### config.mk
export PLATFORM = sky130hd
export DESIGN_NAME = cdq_cell
export DESIGN_NICKNAME = d
export VERILOG_FILES = /design/src/rtl/core/cdq_pkg.sv /design/src/rtl/core/cdq_cell.sv
export SDC_FILE = /design/constraint.sdc
export NUM_CORES = 1
export LEC_CHECK = 0
export BUFFER_PORTS_ARGS = -buffer_cell sky130_fd_sc_hd__buf_2
export CAP_MARGIN = 0
export CORE_MARGIN = 2
export CORE_UTILIZATION = 24
export DETAILED_ROUTE_END_ITERATION = 10
export HOLD_SLACK_MARGIN = 0.02
export MAX_ROUTING_LAYER = met4
export PLACE_DENSITY = 0.5
export SLEW_MARGIN = 0
export SYNTH_ARGS = -nofsm -noshare
export SYNTH_HDL_FRONTEND = slang
export SYNTH_SLANG_ARGS = --single-unit
export TNS_END_PERCENT = 20
### constraint.sdc
create_clock -name clk -period 12 [get_ports clk]
set_input_delay 3 -clock clk [delete_from_list [all_inputs] [get_ports clk]]
set_output_delay 3 -clock clk [all_outputs]
set_load 0.02 [all_outputs]
### src/rtl/core/cdq_pkg.sv
// Shared constants, codes and types for the compacting deque of handles.
package cdq_pkg;

  localparam int DEPTH       = 64;
  localparam int HANDLE_BITS = 32;
  localparam int SEQ_BITS    = 32;
  localparam int IDX_W       = $clog2(DEPTH);
  localparam int CNT_W       = $clog2(DEPTH + 1);
  localparam int CMD_W       = 3;
  localparam int STAT_W      = 2;

  // Command codes
  localparam logic [CMD_W-1:0] CMD_PUSH     = 3'd0;
  localparam logic [CMD_W-1:0] CMD_POP_HEAD = 3'd1;
  localparam logic [CMD_W-1:0] CMD_POP_TAIL = 3'd2;
  localparam logic [CMD_W-1:0] CMD_GET      = 3'd3;
  localparam logic [CMD_W-1:0] CMD_TOP      = 3'd4;
  localparam logic [CMD_W-1:0] CMD_ZAP      = 3'd5;
  localparam logic [CMD_W-1:0] CMD_COLLAPSE = 3'd6;

  // Status codes
  localparam logic [STAT_W-1:0] ST_OK    = 2'd0;
  localparam logic [STAT_W-1:0] ST_EMPTY = 2'd1;
  localparam logic [STAT_W-1:0] ST_RANGE = 2'd2;
  localparam logic [STAT_W-1:0] ST_FULL  = 2'd3;

  // What every cell does in a cycle
  typedef enum logic [1:0] {
    CELL_HOLD  = 2'd0,
    CELL_SHIFT = 2'd1,  // cells at or above pos take their upper neighbour
    CELL_LOAD  = 2'd2,  // cell at pos takes the broadcast data
    CELL_ZAP   = 2'd3   // cell at pos nulls its handle
  } cell_op_t;

  typedef struct packed {
    cell_op_t                op;
    logic [IDX_W-1:0]        pos;
    logic [HANDLE_BITS-1:0]  handle;
    logic [SEQ_BITS-1:0]     seq;
  } cell_ctl_t;

endpackage

### src/rtl/core/cdq_cell.sv
// One storage cell of the deque: a handle and a sequence number.
module cdq_cell (
  input  logic                             clk,
  input  cdq_pkg::cell_ctl_t               ctl,
  input  logic [cdq_pkg::IDX_W-1:0]        pos,
  input  logic [cdq_pkg::HANDLE_BITS-1:0]  nbr_handle,
  input  logic [cdq_pkg::SEQ_BITS-1:0]     nbr_seq,
  output logic [cdq_pkg::HANDLE_BITS-1:0]  handle,
  output logic [cdq_pkg::SEQ_BITS-1:0]     seq,
  output logic                             is_null
);

  logic at_pos;
  logic above_pos;

  assign at_pos    = (pos == ctl.pos);
  assign above_pos = (pos >= ctl.pos);
  assign is_null   = (handle == '0);

  // Payload only, no reset
  always_ff @(posedge clk) begin
    case (ctl.op)
      cdq_pkg::CELL_SHIFT: begin
        if (above_pos) begin
          handle <= nbr_handle;
          seq    <= nbr_seq;
        end
      end
      cdq_pkg::CELL_LOAD: begin
        if (at_pos) begin
          handle <= ctl.handle;
          seq    <= ctl.seq;
        end
      end
      cdq_pkg::CELL_ZAP: begin
        if (at_pos) handle <= '0;
      end
      default: begin
      end
    endcase
  end

endmodule

==> Word level (Yosys, flattened, before mapping) <==
Cells that the tools add are included.
{ "word_totals": {"register_bits": 64, "input_bits": 143, "word_cells": 22} }
{ "op_classes": {"magnitude_cmp": 1, "n_eq_ne": 7, "mux": 7, "n_reduce_logical": 5} }
{ "ops": {"columns": ["op", "n"], "rows": [
  ["two-way mux 32 bit", 5],
  ["one-hot mux 32 bit (3 select lines)", 1],
  ["one-hot mux 32 bit (2 select lines)", 1],
  ["logical NOT 32 bit", 1],
  ["== test 6 bit", 1],
  [">= comparator 6 bit", 1],
  ["!= test 2 bit (second input constant)", 3],
  ["== test 2 bit (second input constant)", 2],
  ["AND reduction 4 bit", 1],
  ["AND reduction 3 bit", 1],
  ["nonzero test 3 bit", 1],
  ["== test 2 x 1 -> 1 bit (second input constant)", 1],
  ["nonzero test 2 bit", 1]
]} }

==> Longest topological paths before layout <==
Gate-level depths: netlist of the first run.
{ "depth": {"ltp_word": 3, "ltp_mapped": 5, "ltp_nobuf": 5} }

==> Worst setup path after synthesis of the first run <==
OpenSTA, ideal clock, no wires.
{ "synth_timing": {"path_kind": "input to register", "from": "input port ctl[67] in the netlist's numbering", "to": "register handle[0] in the netlist's numbering, enable pin", "setup_time_ns": 0.470, "arrival_ns": 6.025, "setup_slack_ns": 5.505, "path_stages": 5, "n_path_buf": 0, "cell_sequence": "inv_1 > ha_1 > and4_1 > a21oi_1 > a211oi_1"} }
{ "synth_via": {"elab_chain_len": 3, "word_cells_on_any_way": 6, "classes_between": "order compare (1); eq/ne (4); reduce/logical (1)"} }
{ "synth_rtl": {"columns": ["element", "line_no", "source"], "rows": [
  ["start, declared", "cdq_cell.sv:4", "input cdq_pkg::cell_ctl_t ctl,"],
  [">= comparator 6 bit or == test 6 bit (tied branches)", "cdq_cell.sv:17, cdq_cell.sv:16", null],
  ["!= test 2 bit (no source line)", null, null],
  ["AND reduction 4 bit (no source line) (*)", null, null],
  ["end signal, assigned", "cdq_cell.sv:25", "handle <= nbr_handle;"],
  ["end signal, assigned", "cdq_cell.sv:31", "handle <= ctl.handle;"],
  ["end, declared", "cdq_cell.sv:8", "output logic [cdq_pkg::HANDLE_BITS-1:0] handle,"]
]} }
Every way passes the cells marked *; elsewhere a longest branch is shown, timed or not.
A chain may end at the register's enable or synchronous reset.

==> Worst setup path after layout of the first run <==
{ "layout_timing": {"from": "input port ctl[71] in the netlist's numbering", "to": "register seq[17] in the netlist's numbering, enable pin"} }
{ "layout_via": {"elab_chain_len": 3, "word_cells_on_any_way": 6, "classes_between": "eq/ne (4); reduce/logical (2)"} }
{ "layout_rtl": {"columns": ["element", "line_no", "source"], "rows": [
  ["== test 2 x 1 -> 1 bit or == test 2 bit (tied branches)", "cdq_cell.sv:22", "case (ctl.op)"],
  ["!= test 2 bit (no source line) or nonzero test 2 bit (tied branches)", null, null],
  ["AND reduction 3 bit (no source line) (*)", null, null],
  ["end signal, assigned", "cdq_cell.sv:26", "seq <= nbr_seq;"],
  ["end signal, assigned", "cdq_cell.sv:32", "seq <= ctl.seq;"],
  ["end, declared", "cdq_cell.sv:9", "output logic [cdq_pkg::SEQ_BITS-1:0] seq,"]
]} }
Marks and branches as above.

==> flow_metrics.tcl, run 1 <==
set metrics [dict create \
    die_w_um 116 \
    setup.worst_path.class "primary input to flip-flop" \
    grt_pass1_vias 2548 \
    nets 598 \
    p_sw_frac 0.242 \
    power.share.sequential 0.441 \
    crit_path_top_delay_cell "nor2b_4" \
    critical-path-top-delay-family "buffers and inverters" \
    finalCritPeriodShare 0.453 \
    remaining_drc_errors 0 \
    hold_slack_ps 2940 \
    tightestPinTransition_ps 741 \
    drtAntennaViolNets 0 \
    clkTransAtPathRegs_ps 60 \
    syn_avg_cell_area_um2 12.7 \
    comb_power_share 0.142 \
    grt-ovfl-total 0 \
    pwr-share-clk 0.417 \
    postPlaceCellArea_um2 4250 \
    max_freq_mhz 184 \
    async_flop_share 0 \
    vias_per_cell 4.13 \
    status "finished, final reports clean" \
    synth_cells 238 \
    synth_edf_count 64 \
    wire_per_inst_um 13.3 \
    dr.pass1.iters 4 \
    wl_mm 8.38 \
    synth-seq-cells 64 \
    clock-sinks 64 \
    synth_area_leaders "edfxtp_1, mux2_2, o21ai_0" \
    p_per_area_nw_per_um2 134 \
    grt_max_degree 36 \
    die-area_um2 13600 \
    crit_buf_inv 3 \
    setup-violations-final 0 \
    slew-limit-headroom 0.505 \
    crit_fanout 35 \
    cts_buffer_depth 2 \
    synth_cell_type_count 25 \
    fin_ws_ps 6560 \
    ys_seq_area_frac 0.633 \
    start_util 0.243 \
    hold_buffers 0 \
    peakVddDrop_v 0.0000841 \
    synth_area_um2 3030 \
    rsz0062_at_grt "no" \
    drive_above_1_share 0.570 \
    path_cells "buf_2 -> nor2b_4 -> buf_4 -> a21oi_1 -> a211oi_4 -> buf_4" \
    finalMaxSlewViolations 0 \
    p_leak_nw 2.02 \
    yosysMostFrequentCell "edfxtp_1" \
    fin_area_um2 4550 \
    portBuffers 207 \
    antenna_found_initial 2 \
    ioPinCount 208 \
    core_um2 12500 \
    rows 41 \
    cts.htree.levels 3 \
    cts_tree "built" \
    finalSetupTns_ps 0 \
    synth_ff_type "edfxtp_1" \
    first_iter_violations 62 \
    cts_root_buffer "clkbuf_16" \
    die_h_um 116 \
    yosysTopAreaCell "edfxtp_1" \
    path_common_cell "buf_4" \
    synth_common_cells "edfxtp_1, inv_1, nand2_1, o21ai_0, mux2_2" \
    drv_cap 0 \
    end_kind "flip-flop" \
    slowest_delay_ps 720 \
    hold_viol_final 0 \
    cp_data_arrival_time_ps 5430 \
    holdCritPathClass "primary input to flip-flop" \
    post_cts_resized 0 \
    cts_made_buffers 9 \
    grt_pass1_wl_mm 12.2 \
    place_ws_ps 6150 \
    grtUsageTotal 0.127 \
    period_needed_ps 5440 \
    gp_congestion 0.747 \
    cts_setup_buffers 0 \
    required_ps 11990 \
    p_int_mw 0.464 \
    netlist.area_leader.share 0.633 \
    ys_warn_count 0 \
    power.switching_mw 0.148 \
    syn_nets 387 \
    syn2layout_area_growth_pct 49.9 \
    vias 2595 \
    place_hpwl_mm 6.55 \
    startpoint_type "primary input" \
]
==> area by class of cell <==
| cell class | count | area [µm²] |
|---|---|---|
| diodes | 2 | 5.00 |
| clock buffers | 9 | 225 |
| clock inverters | 7 | 72.6 |
| fillers | 1271 | 7920 |
| inverters | 38 | 143 |
| multi-input cells | 126 | 907 |
| flip-flops and latches | 64 | 1920 |
| well taps | 172 | 215 |
| repair buffers | 210 | 1060 |
==> sequential cells by signal (all words and copies together) (netlist names) <==
name and flops:
seq 32, handle 32
==> cells in the final DEF, fill, tap and decap left out, types with 2 or more instances in the layout <==
cell type  instances
a211oi_4           2
a21oi_1            3
buf_2            207
buf_4              3
clkbuf_16          9
clkinv_4           3
diode_2            2
edfxtp_1          64
ha_1               6
inv_1             38
mux2_1             2
mux2_2            30
nand2_1           32
nand4_1            2
nor4_1             8
o21ai_0           32
==> worst paths after layout <==
check                    from              endpoint  cells past startpoint
worst max-delay path  ctl[71]     seq[17]$_DFFE_PP_                      6
worst min-delay path  ctl[45]  handle[13]$_DFFE_PP_                      3
==> cells by family after synthesis <==
kind of cell,after synthesis,share of synthesized area
compound gates,40,0.0722
mux,32,0.119
simple gates,48,0.0767
fa+ha+maj,6,0.0247
flops,64,0.633
buf+inv,48,0.0742
==> power by group through the flow <==
stage	sequential [mW]	clock [mW]	combinational, mW
floorplan	0.291	0	0.0286
global placement	0.274	0	0.0870
detailed placement	0.275	0	0.0882
CTS	0.270	0.264	0.0886
global route	0.271	0.275	0.0964
finish	0.270	0.255	0.0868
==> per-layer routing <==
metal | GRT usage | vias up | wire length (µm)
met1 | 0.136 | 1153 | 3240
met2 | 0.202 | 160 | 3960
li1 | - | 1269 | -
met4 | 0.0722 | 0 | 203
met5 | - | - | 0
met3 | 0.0483 | 13 | 965
==> stage by stage <==
stage           util  cells  power [mW]
6_report       0.365    628       0.612
2_1_floorplan      -    238       0.320
4_1_cts        0.364    626       0.623
3_5_place_dp   0.341    610       0.363
3_3_place_gp   0.341    610       0.361
5_1_grt        0.365    628       0.643
Power figures use the tool's default switching activity.
==> run 2, diff against run 1 <==
PLACE_DENSITY = 0.52   (was 0.5)
clock period = 5 ns   (was 12 ns; I/O delays follow)
==> flow_metrics.tcl, run 2 (synthesis results as in run 1) <==
set metrics [dict create \
    finalSetupTns_ps 0 \
    rows 41 \
    holdCritPathClass "primary input to flip-flop" \
    vias_per_cell 4.11 \
    cts_made_buffers 9 \
    max_freq_mhz 323 \
    rsz0062_at_grt "no" \
    setup.worst_path.class "primary input to flip-flop" \
    crit_fanout 35 \
    tightestPinTransition_ps 522 \
    hp-start "ctl[43]" \
    drive_above_1_share 0.563 \
    setup-violations-final 0 \
    vias 2579 \
    wl_met2_mm 3.72 \
    slew-limit-headroom 0.652 \
    syn2layout_area_growth_pct 49.4 \
    period_needed_ps 3090 \
    start_util 0.243 \
    pwr-share-clk 0.406 \
    wl_met1_mm 3.27 \
    antenna_found_initial 0 \
    power.switching_mw 0.337 \
    grtUsageTotal 0.116 \
    peakVddDrop_v 0.000167 \
    post_cts_resized 0 \
    finalMaxSlewViolations 0 \
    die_h_um 116 \
    cp_data_arrival_time_ps 3060 \
    fillers 1291 \
    drtAntennaViolNets 0 \
    wl_met3_um 681 \
    power.share.sequential 0.449 \
    clkTransAtPathRegs_ps 50 \
    layout_common_cells "buf_2, edfxtp_1, inv_1, nand2_1, o21ai_0" \
    ioPinCount 208 \
    die-area_um2 13600 \
    cts_setup_buffers 0 \
    p_sw_frac 0.233 \
    grt_pass1_wl_mm 11.5 \
    required_ps 4970 \
    p_per_area_nw_per_um2 318 \
    wl_mm 7.86 \
    portBuffers 207 \
    layout_commonest_cell "buf_2" \
    first_iter_violations 57 \
    hold_viol_final 0 \
    grt_max_degree 36 \
    end_kind "flip-flop" \
    whs_endpoint "handle[11]$_DFFE_PP_" \
    hold_buffers 0 \
    finalCritPeriodShare 0.618 \
    hold_path_depth 3 \
    p_int_mw 1.11 \
    place_hpwl_mm 6.20 \
    grt-ovfl-total 0 \
    fin_area_um2 4530 \
    postPlaceCellArea_um2 4250 \
    startpoint_type "primary input" \
    clock-sinks 64 \
    total_power_mw 1.44 \
    highest_layer "met4" \
    comb_power_share 0.146 \
    dr.pass1.iters 4 \
    drv_cap 0 \
    cts_tree "built" \
    grt_pass1_vias 2486 \
    insertedDiodeCount 0 \
    status "finished, final reports clean" \
    remaining_drc_errors 0 \
    die_w_um 116 \
    cts.htree.levels 3 \
    gp_congestion 0.758 \
    reg_top3 "handle: 32 flops, seq: 32 flops" \
    cts_root_buffer "clkbuf_16" \
    p_leak_nw 2.02 \
    cts_buffer_depth 2 \
    core_um2 12500 \
    wire_per_inst_um 12.5 \
    nets 599 \
]
[run 2: critical path: stages]
cell and delay, ps:
buf_2 400, nor2b_4 240, buf_4 380, a21oi_1 180
a211oi_4 170, buf_4 400
[run 2: through the flow]
stage,hold slack (ps),util,instances,worst slack (ps)
after global routing,1200,0.364,627,1690
final,1200,0.364,627,1910
after global placement,1540,0.341,611,1530
after floorplan,1440,-,238,255
after detailed placement,1540,0.341,611,1480
after CTS,1190,0.364,627,1850
[run 2: worst max path at each step]
stage	start	endpoint	slack [ps]
3_5_place_dp	ctl[71]	seq[4]$_DFFE_PP_	1480
3_3_place_gp	ctl[71]	seq[2]$_DFFE_PP_	1530
2_1_floorplan	ctl[67]	handle[0]$_DFFE_PP_	250
6_report	ctl[71]	seq[2]$_DFFE_PP_	1910
5_1_grt	ctl[71]	seq[2]$_DFFE_PP_	1690
4_1_cts	ctl[71]	seq[14]$_DFFE_PP_	1850
[run 2: cell type report]
class                           instances  area, µm²  area share
Timing Repair Buffer                  211       1070       0.235
Tap cell                              172        215      0.0475
Clock inverter                          6       50.0      0.0110
Clock buffer                           10        229      0.0505
Multi-Input combinational cell        126        907       0.200
Sequential cell                        64       1920       0.424
Inverter                               38        143      0.0315
[run 2: metal layers]
layer / track usage / vias to the layer above
li1: - / 1269
met1: 0.135 / 1164
met2: 0.183 / 134
met3: 0.0254 / 12
met4: 0.0675 / 0
met5: - / -
[run 2: power by group through the flow]
stage / combinational [mW] / sequential, mW / clock (mW)
detailed placement: 0.214 / 0.658 / 0
global route: 0.231 / 0.651 / 0.625
finish: 0.210 / 0.647 / 0.585
global placement: 0.210 / 0.657 / 0
CTS: 0.214 / 0.648 / 0.608
floorplan: 0.0687 / 0.699 / 0
